[config.mk]
export PLATFORM = sky130hd
export DESIGN_NAME = dual_pid_pose_tracker_unit
export DESIGN_NICKNAME = d
export VERILOG_FILES = /design/src/hdl/dpt_pkg.sv /design/src/hdl/dpt_serial_mult.sv /design/src/hdl/dpt_isqrt.sv /design/src/hdl/dual_pid_pose_tracker_unit.sv
export SDC_FILE = /design/constraint.sdc
export NUM_CORES = 2
export LEC_CHECK = 0
export BUFFER_PORTS_ARGS = -buffer_cell sky130_fd_sc_hd__buf_2
export CORE_ASPECT_RATIO = 1.5
export CORE_MARGIN = 1
export CORE_UTILIZATION = 60
export DETAILED_ROUTE_END_ITERATION = 12
export PLACE_DENSITY = 0.77
export SETUP_SLACK_MARGIN = 0.1
export SYNTH_ARGS = -nofsm -noshare
export SYNTH_HDL_FRONTEND = slang
export SYNTH_HIERARCHICAL = 1
export SYNTH_SLANG_ARGS = --single-unit
[constraint.sdc]
create_clock -name aclk -period 13.5 [get_ports aclk]
set_input_delay 0 -clock aclk [delete_from_list [all_inputs] [get_ports aclk]]
set_output_delay 0 -clock aclk [all_outputs]
set_load 0.1 [all_outputs]
[src/hdl/dpt_pkg.sv]
package dpt_pkg;

    typedef struct packed {
        logic [30:0]        time_now;
        logic signed [31:0] pos_x;
        logic signed [31:0] pos_y;
        logic signed [15:0] quat_x;
        logic signed [15:0] quat_y;
        logic signed [15:0] quat_z;
        logic signed [15:0] quat_w;
    } dpt_in_t;

    typedef struct packed {
        logic signed [31:0] lin_vel_cmd;
        logic signed [31:0] ang_vel_cmd;
    } dpt_out_t;

    localparam logic [2:0] CFG_DIST_KP = 3'd0;
    localparam logic [2:0] CFG_DIST_KI = 3'd1;
    localparam logic [2:0] CFG_DIST_KD = 3'd2;
    localparam logic [2:0] CFG_HEAD_KP = 3'd3;
    localparam logic [2:0] CFG_HEAD_KI = 3'd4;
    localparam logic [2:0] CFG_HEAD_KD = 3'd5;

    localparam int GAIN_FRAC = 8;
    localparam int ANG_FRAC  = 30;
    localparam int TAB_LEN   = 24;

    localparam logic signed [34:0] PI_Q30  = 35'sd3373259426;
    localparam logic signed [34:0] PI4_Q30 = 35'sd843314857;

    function automatic logic [31:0] atan_entry(input logic [4:0] i);
        logic [31:0] r;
        case (i)
            5'd0:  r = 32'd843314857;
            5'd1:  r = 32'd497837829;
            5'd2:  r = 32'd263043837;
            5'd3:  r = 32'd133525159;
            5'd4:  r = 32'd67021687;
            5'd5:  r = 32'd33543516;
            5'd6:  r = 32'd16775851;
            5'd7:  r = 32'd8388437;
            5'd8:  r = 32'd4194283;
            5'd9:  r = 32'd2097149;
            5'd10: r = 32'd1048576;
            5'd11: r = 32'd524288;
            5'd12: r = 32'd262144;
            5'd13: r = 32'd131072;
            5'd14: r = 32'd65536;
            5'd15: r = 32'd32768;
            5'd16: r = 32'd16384;
            5'd17: r = 32'd8192;
            5'd18: r = 32'd4096;
            5'd19: r = 32'd2048;
            5'd20: r = 32'd1024;
            5'd21: r = 32'd512;
            5'd22: r = 32'd256;
            5'd23: r = 32'd128;
            default: r = 32'd0;
        endcase
        return r;
    endfunction

    function automatic logic signed [31:0] sat32(input logic signed [47:0] v);
        logic signed [31:0] r;
        if (v > 48'sd2147483647) begin
            r = 32'sh7fffffff;
        end else if (v < -48'sd2147483648) begin
            r = 32'sh80000000;
        end else begin
            r = v[31:0];
        end
        return r;
    endfunction

endpackage

[src/hdl/dpt_serial_mult.sv]
module dpt_serial_mult (
    input  logic               aclk,
    input  logic               aresetn,
    input  logic               start,
    input  logic signed [32:0] a,
    input  logic signed [31:0] b,
    input  logic [5:0]         nbits,
    output logic               busy,
    output logic signed [65:0] p
);

    logic signed [65:0] a_sh_reg;
    logic [31:0]        b_sh_reg;
    logic [5:0]         cnt_reg;
    logic signed [65:0] acc_reg;
    logic signed [65:0] addend;
    logic signed [65:0] acc_next;

    // b taken one bit a cycle, LSB first; top bit carries negative weight
    always_comb begin
        addend = '0;
        if (b_sh_reg[0]) begin
            addend = (cnt_reg == 6'd1) ? -a_sh_reg : a_sh_reg;
        end
        acc_next = acc_reg + addend;
    end

    always_ff @(posedge aclk) begin
        if (!aresetn) begin
            cnt_reg <= '0;
        end else if (start) begin
            cnt_reg  <= nbits;
            a_sh_reg <= {{33{a[32]}}, a};
            b_sh_reg <= b;
            acc_reg  <= '0;
        end else if (cnt_reg != 6'd0) begin
            cnt_reg  <= cnt_reg - 6'd1;
            acc_reg  <= acc_next;
            a_sh_reg <= a_sh_reg <<< 1;
            b_sh_reg <= b_sh_reg >> 1;
        end
    end

    assign busy = (cnt_reg != 6'd0);
    assign p    = acc_reg;

endmodule

[src/hdl/dpt_isqrt.sv]
module dpt_isqrt (
    input  logic        aclk,
    input  logic        aresetn,
    input  logic        start,
    input  logic [63:0] v,
    output logic        busy,
    output logic [31:0] root
);

    logic [63:0] v_sh_reg;
    logic [33:0] rem_reg;
    logic [31:0] root_reg;
    logic [5:0]  cnt_reg;
    logic [35:0] rem_sh;
    logic [35:0] trial;
    logic [33:0] rem_next;
    logic [31:0] root_next;

    // one result bit a cycle, two radicand bits consumed
    always_comb begin
        rem_sh = {rem_reg, v_sh_reg[63:62]};
        trial  = {2'b00, root_reg, 2'b01};
        if (rem_sh >= trial) begin
            rem_next  = 34'(rem_sh - trial);
            root_next = {root_reg[30:0], 1'b1};
        end else begin
            rem_next  = rem_sh[33:0];
            root_next = {root_reg[30:0], 1'b0};
        end
    end

    always_ff @(posedge aclk) begin
        if (!aresetn) begin
            cnt_reg <= '0;
        end else if (start) begin
            cnt_reg  <= 6'd32;
            v_sh_reg <= v;
            rem_reg  <= '0;
            root_reg <= '0;
        end else if (cnt_reg != 6'd0) begin
            cnt_reg  <= cnt_reg - 6'd1;
            v_sh_reg <= v_sh_reg << 2;
            rem_reg  <= rem_next;
            root_reg <= root_next;
        end
    end

    assign busy = (cnt_reg != 6'd0);
    assign root = root_reg;

endmodule

[src/hdl/dual_pid_pose_tracker_unit.sv]
// Work per request: 17 products on the shared bit-serial multiplier (16 or 32 bits each),
// two square roots and, unless the yaw is forced to zero, CORDIC pre-scaling and the
// CORDIC iterations. One request at a time: the next is taken once the result is in
// the output register, which waits while a held result has not yet been accepted.
// Synchronous active-low reset clears the gains, integrators, previous errors and
// handshake state.
module dual_pid_pose_tracker_unit #(
    parameter int FRAC_BITS    = 16,
    parameter int CORDIC_STEPS = 16
) (
    input  logic             aclk,
    input  logic             aresetn,
    input  logic             s_valid,
    output logic             s_ready,
    input  dpt_pkg::dpt_in_t s_data,
    output logic             m_valid,
    input  logic             m_ready,
    output dpt_pkg::dpt_out_t m_data,
    input  logic             cfg_valid,
    output logic             cfg_ready,
    input  logic [2:0]       cfg_index,
    input  logic [15:0]      cfg_data
);
    import dpt_pkg::*;

    localparam int STEPS = (CORDIC_STEPS < TAB_LEN) ? CORDIC_STEPS : TAB_LEN;
    localparam int SH    = ANG_FRAC - FRAC_BITS;
    localparam logic signed [36:0] HALF   = 37'sd1 <<< (SH - 1);
    localparam logic signed [36:0] PI_W   = 37'(PI_Q30);
    localparam logic signed [36:0] TWO_PI = 37'(PI_Q30) <<< 1;
    localparam logic signed [47:0] NORM_LIMIT = 48'sd1099511627776;

    typedef enum logic [3:0] {
        ST_IDLE, ST_MSET, ST_MRUN, ST_SQSET, ST_SQRUN,
        ST_ERR, ST_CNORM, ST_CITER, ST_HEAD, ST_FIN
    } state_t;

    typedef enum logic [4:0] {
        OP_TT, OP_XX, OP_YY, OP_QXX, OP_QYY, OP_QZZ, OP_QWW, OP_QXZ, OP_QWY,
        OP_QXY, OP_QWZ, OP_DP, OP_DI, OP_DD, OP_HP, OP_HI, OP_HD
    } op_t;

    state_t   state_reg;
    op_t      op_reg;
    logic     sq_sel_reg;
    dpt_in_t  in_reg;
    dpt_out_t out_reg;
    logic     m_valid_reg;

    logic signed [15:0] dkp_reg, dki_reg, dkd_reg, hkp_reg, hki_reg, hkd_reg;
    logic signed [31:0] dint_reg, hint_reg, dprev_reg, hprev_reg;

    logic [61:0]        sq_t_reg;
    logic [63:0]        sumsq_reg;
    logic [30:0]        d_reg;
    logic [29:0]        yz_reg;
    logic signed [31:0] m_reg, c_reg;
    logic [31:0]        mdes_reg, mcur_reg;
    logic signed [31:0] edist_reg, ehead_reg;
    logic signed [41:0] dp_reg, dd_reg, hp_reg, hd_reg;

    logic signed [47:0] x_reg, y_reg;
    logic signed [34:0] z_reg;
    logic [4:0]         i_reg;

    logic               mul_start, mul_busy;
    logic signed [32:0] mul_a;
    logic signed [31:0] mul_b;
    logic [5:0]         mul_n;
    logic signed [65:0] mul_p;
    logic signed [41:0] mul_term;

    logic        sq_start, sq_busy;
    logic [63:0] sq_v;
    logic [31:0] sq_root;

    logic signed [32:0] ed_diff, eh_diff;
    logic signed [47:0] m2, m2abs, d48, cy, cx;
    logic signed [47:0] ys, xs;
    logic signed [34:0] atan_s;
    logic signed [36:0] e_ang, e_wrap, e_rnd;

    assign s_ready   = (state_reg == ST_IDLE);
    assign cfg_ready = 1'b1;
    assign m_valid   = m_valid_reg;
    assign m_data    = out_reg;
    assign mul_start = (state_reg == ST_MSET);
    assign sq_start  = (state_reg == ST_SQSET);
    assign sq_v      = sq_sel_reg ? sumsq_reg : {1'b0, sq_t_reg, 1'b0};
    assign mul_term  = 42'(mul_p >>> GAIN_FRAC);

    assign ed_diff = {edist_reg[31], edist_reg} - {dprev_reg[31], dprev_reg};
    assign eh_diff = {ehead_reg[31], ehead_reg} - {hprev_reg[31], hprev_reg};

    always_comb begin
        mul_a = '0;
        mul_b = '0;
        mul_n = 6'd16;
        case (op_reg)
            OP_TT: begin
                mul_a = {2'b00, in_reg.time_now};
                mul_b = {1'b0, in_reg.time_now};
                mul_n = 6'd32;
            end
            OP_XX: begin
                mul_a = {in_reg.pos_x[31], in_reg.pos_x};
                mul_b = in_reg.pos_x;
                mul_n = 6'd32;
            end
            OP_YY: begin
                mul_a = {in_reg.pos_y[31], in_reg.pos_y};
                mul_b = in_reg.pos_y;
                mul_n = 6'd32;
            end
            OP_QXX: begin
                mul_a = {{17{in_reg.quat_x[15]}}, in_reg.quat_x};
                mul_b = {{16{in_reg.quat_x[15]}}, in_reg.quat_x};
            end
            OP_QYY: begin
                mul_a = {{17{in_reg.quat_y[15]}}, in_reg.quat_y};
                mul_b = {{16{in_reg.quat_y[15]}}, in_reg.quat_y};
            end
            OP_QZZ: begin
                mul_a = {{17{in_reg.quat_z[15]}}, in_reg.quat_z};
                mul_b = {{16{in_reg.quat_z[15]}}, in_reg.quat_z};
            end
            OP_QWW: begin
                mul_a = {{17{in_reg.quat_w[15]}}, in_reg.quat_w};
                mul_b = {{16{in_reg.quat_w[15]}}, in_reg.quat_w};
            end
            OP_QXZ: begin
                mul_a = {{17{in_reg.quat_x[15]}}, in_reg.quat_x};
                mul_b = {{16{in_reg.quat_z[15]}}, in_reg.quat_z};
            end
            OP_QWY: begin
                mul_a = {{17{in_reg.quat_w[15]}}, in_reg.quat_w};
                mul_b = {{16{in_reg.quat_y[15]}}, in_reg.quat_y};
            end
            OP_QXY: begin
                mul_a = {{17{in_reg.quat_x[15]}}, in_reg.quat_x};
                mul_b = {{16{in_reg.quat_y[15]}}, in_reg.quat_y};
            end
            OP_QWZ: begin
                mul_a = {{17{in_reg.quat_w[15]}}, in_reg.quat_w};
                mul_b = {{16{in_reg.quat_z[15]}}, in_reg.quat_z};
            end
            OP_DP: begin
                mul_a = {edist_reg[31], edist_reg};
                mul_b = {{16{dkp_reg[15]}}, dkp_reg};
            end
            OP_DI: begin
                mul_a = {edist_reg[31], edist_reg};
                mul_b = {{16{dki_reg[15]}}, dki_reg};
            end
            OP_DD: begin
                mul_a = ed_diff;
                mul_b = {{16{dkd_reg[15]}}, dkd_reg};
            end
            OP_HP: begin
                mul_a = {ehead_reg[31], ehead_reg};
                mul_b = {{16{hkp_reg[15]}}, hkp_reg};
            end
            OP_HI: begin
                mul_a = {ehead_reg[31], ehead_reg};
                mul_b = {{16{hki_reg[15]}}, hki_reg};
            end
            OP_HD: begin
                mul_a = eh_diff;
                mul_b = {{16{hkd_reg[15]}}, hkd_reg};
            end
            default: begin
                mul_n = 6'd16;
            end
        endcase
    end

    // yaw set-up, CORDIC datapath and heading-error wrap and rounding
    always_comb begin
        m2     = 48'(m_reg) <<< 1;
        m2abs  = (m2 < 0) ? -m2 : m2;
        d48    = $signed({17'b0, d_reg});
        cy     = 48'(c_reg) <<< 1;
        cx     = d48 - $signed({17'b0, yz_reg, 1'b0});
        ys     = y_reg >>> i_reg;
        xs     = x_reg >>> i_reg;
        atan_s = $signed({3'b000, atan_entry(i_reg)});
        e_ang  = 37'(PI4_Q30) - 37'(z_reg);
        if (e_ang > PI_W) begin
            e_wrap = e_ang - TWO_PI;
        end else if (e_ang <= -PI_W) begin
            e_wrap = e_ang + TWO_PI;
        end else begin
            e_wrap = e_ang;
        end
        e_rnd = (e_wrap + HALF) >>> SH;
    end

    dpt_serial_mult u_mult (
        .aclk    (aclk),
        .aresetn (aresetn),
        .start   (mul_start),
        .a       (mul_a),
        .b       (mul_b),
        .nbits   (mul_n),
        .busy    (mul_busy),
        .p       (mul_p)
    );

    dpt_isqrt u_isqrt (
        .aclk    (aclk),
        .aresetn (aresetn),
        .start   (sq_start),
        .v       (sq_v),
        .busy    (sq_busy),
        .root    (sq_root)
    );

    always_ff @(posedge aclk) begin
        if (!aresetn) begin
            state_reg   <= ST_IDLE;
            op_reg      <= OP_TT;
            sq_sel_reg  <= 1'b0;
            m_valid_reg <= 1'b0;
            dkp_reg     <= '0;
            dki_reg     <= '0;
            dkd_reg     <= '0;
            hkp_reg     <= '0;
            hki_reg     <= '0;
            hkd_reg     <= '0;
            dint_reg    <= '0;
            hint_reg    <= '0;
            dprev_reg   <= '0;
            hprev_reg   <= '0;
        end else begin
            if (cfg_valid) begin
                case (cfg_index)
                    CFG_DIST_KP: dkp_reg <= cfg_data;
                    CFG_DIST_KI: dki_reg <= cfg_data;
                    CFG_DIST_KD: dkd_reg <= cfg_data;
                    CFG_HEAD_KP: hkp_reg <= cfg_data;
                    CFG_HEAD_KI: hki_reg <= cfg_data;
                    CFG_HEAD_KD: hkd_reg <= cfg_data;
                    default: ;
                endcase
            end

            if (m_valid_reg && m_ready) begin
                m_valid_reg <= 1'b0;
            end

            case (state_reg)
                ST_IDLE: begin
                    if (s_valid) begin
                        in_reg    <= s_data;
                        op_reg    <= OP_TT;
                        state_reg <= ST_MSET;
                    end
                end
                ST_MSET: begin
                    state_reg <= ST_MRUN;
                end
                ST_MRUN: begin
                    if (!mul_busy) begin
                        case (op_reg)
                            OP_TT:  sq_t_reg  <= mul_p[61:0];
                            OP_XX:  sumsq_reg <= mul_p[63:0];
                            OP_YY:  sumsq_reg <= sumsq_reg + mul_p[63:0];
                            OP_QXX: d_reg     <= mul_p[30:0];
                            OP_QYY: begin
                                d_reg  <= d_reg + mul_p[30:0];
                                yz_reg <= mul_p[29:0];
                            end
                            OP_QZZ: begin
                                d_reg  <= d_reg + mul_p[30:0];
                                yz_reg <= yz_reg + mul_p[29:0];
                            end
                            OP_QWW: d_reg <= d_reg + mul_p[30:0];
                            OP_QXZ: m_reg <= mul_p[31:0];
                            OP_QWY: m_reg <= m_reg - mul_p[31:0];
                            OP_QXY: c_reg <= mul_p[31:0];
                            OP_QWZ: c_reg <= c_reg + mul_p[31:0];
                            OP_DP:  dp_reg <= mul_term;
                            OP_DI:  dint_reg <= sat32(48'(dint_reg) + 48'(mul_term));
                            OP_DD:  dd_reg <= mul_term;
                            OP_HP:  hp_reg <= mul_term;
                            OP_HI:  hint_reg <= sat32(48'(hint_reg) + 48'(mul_term));
                            OP_HD:  hd_reg <= mul_term;
                            default: ;
                        endcase
                        if (op_reg == OP_QWZ) begin
                            sq_sel_reg <= 1'b0;
                            state_reg  <= ST_SQSET;
                        end else if (op_reg == OP_HD) begin
                            state_reg <= ST_FIN;
                        end else begin
                            op_reg    <= op_t'(op_reg + 5'd1);
                            state_reg <= ST_MSET;
                        end
                    end
                end
                ST_SQSET: begin
                    state_reg <= ST_SQRUN;
                end
                ST_SQRUN: begin
                    if (!sq_busy) begin
                        if (!sq_sel_reg) begin
                            mdes_reg   <= sq_root;
                            sq_sel_reg <= 1'b1;
                            state_reg  <= ST_SQSET;
                        end else begin
                            mcur_reg  <= sq_root;
                            state_reg <= ST_ERR;
                        end
                    end
                end
                ST_ERR: begin
                    edist_reg <= sat32($signed({16'b0, mdes_reg})
                                       - $signed({16'b0, mcur_reg}));
                    // degenerate quaternion, gimbal lock or zero vector: yaw 0
                    if (d_reg == 31'd0 || m2abs >= d48 || (cx == 0 && cy == 0)) begin
                        z_reg     <= '0;
                        state_reg <= ST_HEAD;
                    end else if (cx < 0) begin
                        z_reg     <= (cy >= 0) ? PI_Q30 : -PI_Q30;
                        x_reg     <= -cx;
                        y_reg     <= -cy;
                        state_reg <= ST_CNORM;
                    end else begin
                        z_reg     <= '0;
                        x_reg     <= cx;
                        y_reg     <= cy;
                        state_reg <= ST_CNORM;
                    end
                end
                ST_CNORM: begin
                    if (x_reg < NORM_LIMIT && x_reg > -NORM_LIMIT &&
                        y_reg < NORM_LIMIT && y_reg > -NORM_LIMIT) begin
                        x_reg <= x_reg <<< 1;
                        y_reg <= y_reg <<< 1;
                    end else begin
                        i_reg     <= '0;
                        state_reg <= ST_CITER;
                    end
                end
                ST_CITER: begin
                    if (y_reg > 0) begin
                        x_reg <= x_reg + ys;
                        y_reg <= y_reg - xs;
                        z_reg <= z_reg + atan_s;
                    end else begin
                        x_reg <= x_reg - ys;
                        y_reg <= y_reg + xs;
                        z_reg <= z_reg - atan_s;
                    end
                    if (i_reg == 5'(STEPS - 1)) begin
                        state_reg <= ST_HEAD;
                    end else begin
                        i_reg <= i_reg + 5'd1;
                    end
                end
                ST_HEAD: begin
                    ehead_reg <= sat32(48'(e_rnd));
                    op_reg    <= OP_DP;
                    state_reg <= ST_MSET;
                end
                ST_FIN: begin
                    if (!m_valid_reg || m_ready) begin
                        out_reg.lin_vel_cmd <= sat32(48'(dp_reg) + 48'(dint_reg)
                                                     + 48'(dd_reg));
                        out_reg.ang_vel_cmd <= sat32(48'(hp_reg) + 48'(hint_reg)
                                                     + 48'(hd_reg));
                        dprev_reg   <= edist_reg;
                        hprev_reg   <= ehead_reg;
                        m_valid_reg <= 1'b1;
                        state_reg   <= ST_IDLE;
                    end
                end
                default: begin
                    state_reg <= ST_IDLE;
                end
            endcase
        end
    end

endmodule

==> parameters.txt <==
Parameter                              Value

STA
  Highest attainable clock frequency    108 MHz
  Clock period minus worst slack    9260 ps
  Final clock period utilization by the worst path    0.686
  Number of endpoints failing setup at the final stage    0
  Max-slew violations    0
  RSZ-0062 raised after global routing    no
  Final clock skew    83.9 ps
  Setup tns final    0 ps
  Slew at the pin closest to its max-slew limit    1280 ps
  Relative max-transition margin    0.141
  Final hold violation count    0
  Smallest setup slack after layout    4240 ps

Clocking
  CTS H-Tree Depth    4
  Later-pin clock latency in the skew report    870 ps
  Number of buffers on the longest clock path    4
  Sinks on the clock net    1457
  Root buffer cell    sky130_fd_sc_hd__clkbuf_16
  CTS buffer count    157
  CTS tree    yes
  Clock-pin transition on the worst setup and hold timing paths    70 ps
  Number of setup buffers added after CTS    0

Critical path
  Startpoint class of the critical path    flop
  Sum of buffers and inverters on the critical path    1
  CP Data Arrival Time    roughly 9800 ps
  Category of the worst setup path capture point    flop
  Worst Path Class, Setup    reg -> reg
  CP required    14050 ps
  Delay-heaviest family, CP    compound AO/OA/AOI/OAI gates
  Largest stage delay, worst path    1070 ps
  Crit-path slowest cell    sky130_fd_sc_hd__a2111oi_0
  Maximum fanout along the worst path    28

Routing
  Iteration-0 DRC count of the detailed router    9121
  Antenna-violating nets left    0
  Average wire per cell in the routed design    ~24 um
  Via Count    94100
  DRC errors left    0
  Pre-Repair DR Iteration Count    10
  Avg Vias per Cell    6.58
  Total detailed-routing wirelength    344000 um

Yosys
  Yosys warns    6
  Cells after synthesis    11400
  Mapped cell area    108000 sq um
  Average instance area after synthesis    9.54 sq um

GRT
  Number of global-route vias before repair    93700
  Global routing usage on met3    0.0610
  Met2 track utilization from global routing    0.641
  GRT Max-Usage Layer    met2
  Met1 track demand over resource in global routing    0.412
  Pin count of the biggest net entering global routing    between 100 and 150
  Global-route wire length before repair    roughly 530000 um
  Leftover overflow at the end of global routing    0
  Initial antenna violation count    9
  Global-route total usage across every layer    0.368

Final layout
  Post-route insts no fill    14300
  Register area    approximately 41000 sq um
  Finished layout cell area    ~120000 sq um
  Layout filler cell count    13600
  Utilization after layout    0.673
  Flip-flop count of the largest register, all copies and words added    159
  Area growth from synthesis to layout    11.2%
  Fraction of layout instances using a drive strength above 1    0.0989
  Final layout net count    12800
  Area of combinational cells with multiple inputs    63600 sq um

Placed design
  Placed standard-cell area    between 100000 and 150000 sq um
  DP HPWL    approximately 240000 um
  Place WS    4600 ps
  Post-Place Cells    13700
  Global placement routability congestion    between 1 and 1.5
  Number of buffers inserted by port buffering    between 200 and 250

Floorplanning
  Initial standard-cell utilization of the core    0.606
  Y dimension of the die    523 um
  Die area    182000 sq um
  Core outline area    between 150000 and 200000 sq um
  Width of the die    349 um
  Site row count    190
  Number of I/O pins    250

Job
  Maximum Capacitance Violations    0

Power
  LEAKAGE    47.3 nW
  Areal power density over the cells    159 nW/um^2
  Worst-case vdd ir drop    between 0.2 and 0.25 mV

Outcome
  Outcome    finished, final reports clean

Worst hold path
  Worst min-delay path class    in -> reg
-- path summary, 6_finish.rpt --
| kind | cells past startpoint | endpoint | start | slack [ps] |
|---|---|---|---|---|
| setup reg to reg | 25 | y_reg[47] | y_reg[31] | 4240 |
| setup / recovery | 25 | y_reg[47] | y_reg[31] | 4240 |
| hold reg to reg | 2 | dprev_reg[24] | dprev_reg[24] | 460 |
| hold / removal | 4 | dki_reg[12] | cfg_data[12] | 50 |
-- metrics by stage --
stage	power [W]	hold slack [ps]
global placement	0.0142	176
CTS	0.0190	19.8
global route	0.0201	54.5
detailed placement	0.0145	178
floorplan	0.0123	98.9
finish	0.0192	54.1
-- worst register-to-register path, stage by stage, from the launching register on --
cell                        delay, ps
sky130_fd_sc_hd__edfxtp_1         510
sky130_fd_sc_hd__nor4_1           940
sky130_fd_sc_hd__nand4_1          280
sky130_fd_sc_hd__nor3_1           550
sky130_fd_sc_hd__nand2_1          350
sky130_fd_sc_hd__nand2b_2         470
sky130_fd_sc_hd__buf_4            460
sky130_fd_sc_hd__nand2_1          110
sky130_fd_sc_hd__o21a_1           150
sky130_fd_sc_hd__ha_1             280
sky130_fd_sc_hd__a21o_1           150
sky130_fd_sc_hd__a21o_1           200
sky130_fd_sc_hd__a2111oi_0        650
sky130_fd_sc_hd__o21ai_0          310
sky130_fd_sc_hd__a21oi_1          270
sky130_fd_sc_hd__o21bai_1         140
sky130_fd_sc_hd__a2111oi_0       1070
sky130_fd_sc_hd__o21ai_0          300
sky130_fd_sc_hd__a41o_1           360
sky130_fd_sc_hd__o211a_1          280
sky130_fd_sc_hd__o31ai_1          460
sky130_fd_sc_hd__or2_2            230
sky130_fd_sc_hd__or3_1            140
sky130_fd_sc_hd__a32oi_1          120
sky130_fd_sc_hd__mux2i_1          170
sky130_fd_sc_hd__o21ai_1           70
-- metal layers --
| metal | routed length, um | part of all wire |
|---|---|---|
| met5 | 39 | 0.00011 |
| met3 | 26300 | 0.076 |
| met4 | 26300 | 0.076 |
| met2 | 169000 | 0.49 |
| met1 | 123000 | 0.36 |
-- what timing repair did --
item                      in CTS  in global routing
hold endpoints to repair     332                  0
hold buffers                 345                  0
gates resized for setup        0                  0
-- report_power, final --
group	leakage [nW]	switching, W	internal, W	total, W
clock network	2.47	0.00194	0.00250	0.00444
registers	13.1	0.000587	0.00592	0.00651
logic	31.7	0.00505	0.00321	0.00827
-- area by class of cell --
class                   instances  share of cell area
repair buffers                751              0.0489
inverters                     507              0.0158
multi-input cells            8917               0.528
clock buffers                 199              0.0359
well taps                    2400              0.0249
clock inverters                73             0.00594
flip-flops and latches       1457               0.341
diodes                          4           0.0000830
-- placed cells by master (no fill, tap or decap), types with 74 or more instances in the layout --
cell type,instances
sky130_fd_sc_hd__o21ai_0,860
sky130_fd_sc_hd__o21bai_1,86
sky130_fd_sc_hd__or3_1,89
sky130_fd_sc_hd__xnor2_1,559
sky130_fd_sc_hd__nor2_1,703
sky130_fd_sc_hd__inv_1,502
sky130_fd_sc_hd__dfxtp_1,268
sky130_fd_sc_hd__buf_2,247
sky130_fd_sc_hd__nor4_1,74
sky130_fd_sc_hd__nand3_1,219
sky130_fd_sc_hd__edfxtp_1,1188
sky130_fd_sc_hd__o21a_1,124
sky130_fd_sc_hd__mux2_2,236
sky130_fd_sc_hd__a31oi_1,83
sky130_fd_sc_hd__xor2_1,334
sky130_fd_sc_hd__and2_1,124
sky130_fd_sc_hd__nand4_1,110
sky130_fd_sc_hd__buf_4,157
sky130_fd_sc_hd__a21o_1,305
sky130_fd_sc_hd__clkbuf_16,163
sky130_fd_sc_hd__a22oi_1,88
sky130_fd_sc_hd__nand2b_1,150
sky130_fd_sc_hd__mux4_2,117
sky130_fd_sc_hd__a211oi_1,87
sky130_fd_sc_hd__a21boi_0,190
sky130_fd_sc_hd__fa_1,101
sky130_fd_sc_hd__ha_1,758
sky130_fd_sc_hd__nand2_1,1248
sky130_fd_sc_hd__dlygate4sd3_1,345
sky130_fd_sc_hd__o31ai_1,106
sky130_fd_sc_hd__and3_1,88
sky130_fd_sc_hd__nor3_1,213
sky130_fd_sc_hd__a21oi_1,820
sky130_fd_sc_hd__nor2b_1,112
sky130_fd_sc_hd__mux2i_1,117
No activity file was read; power rests on OpenSTA's default activity.
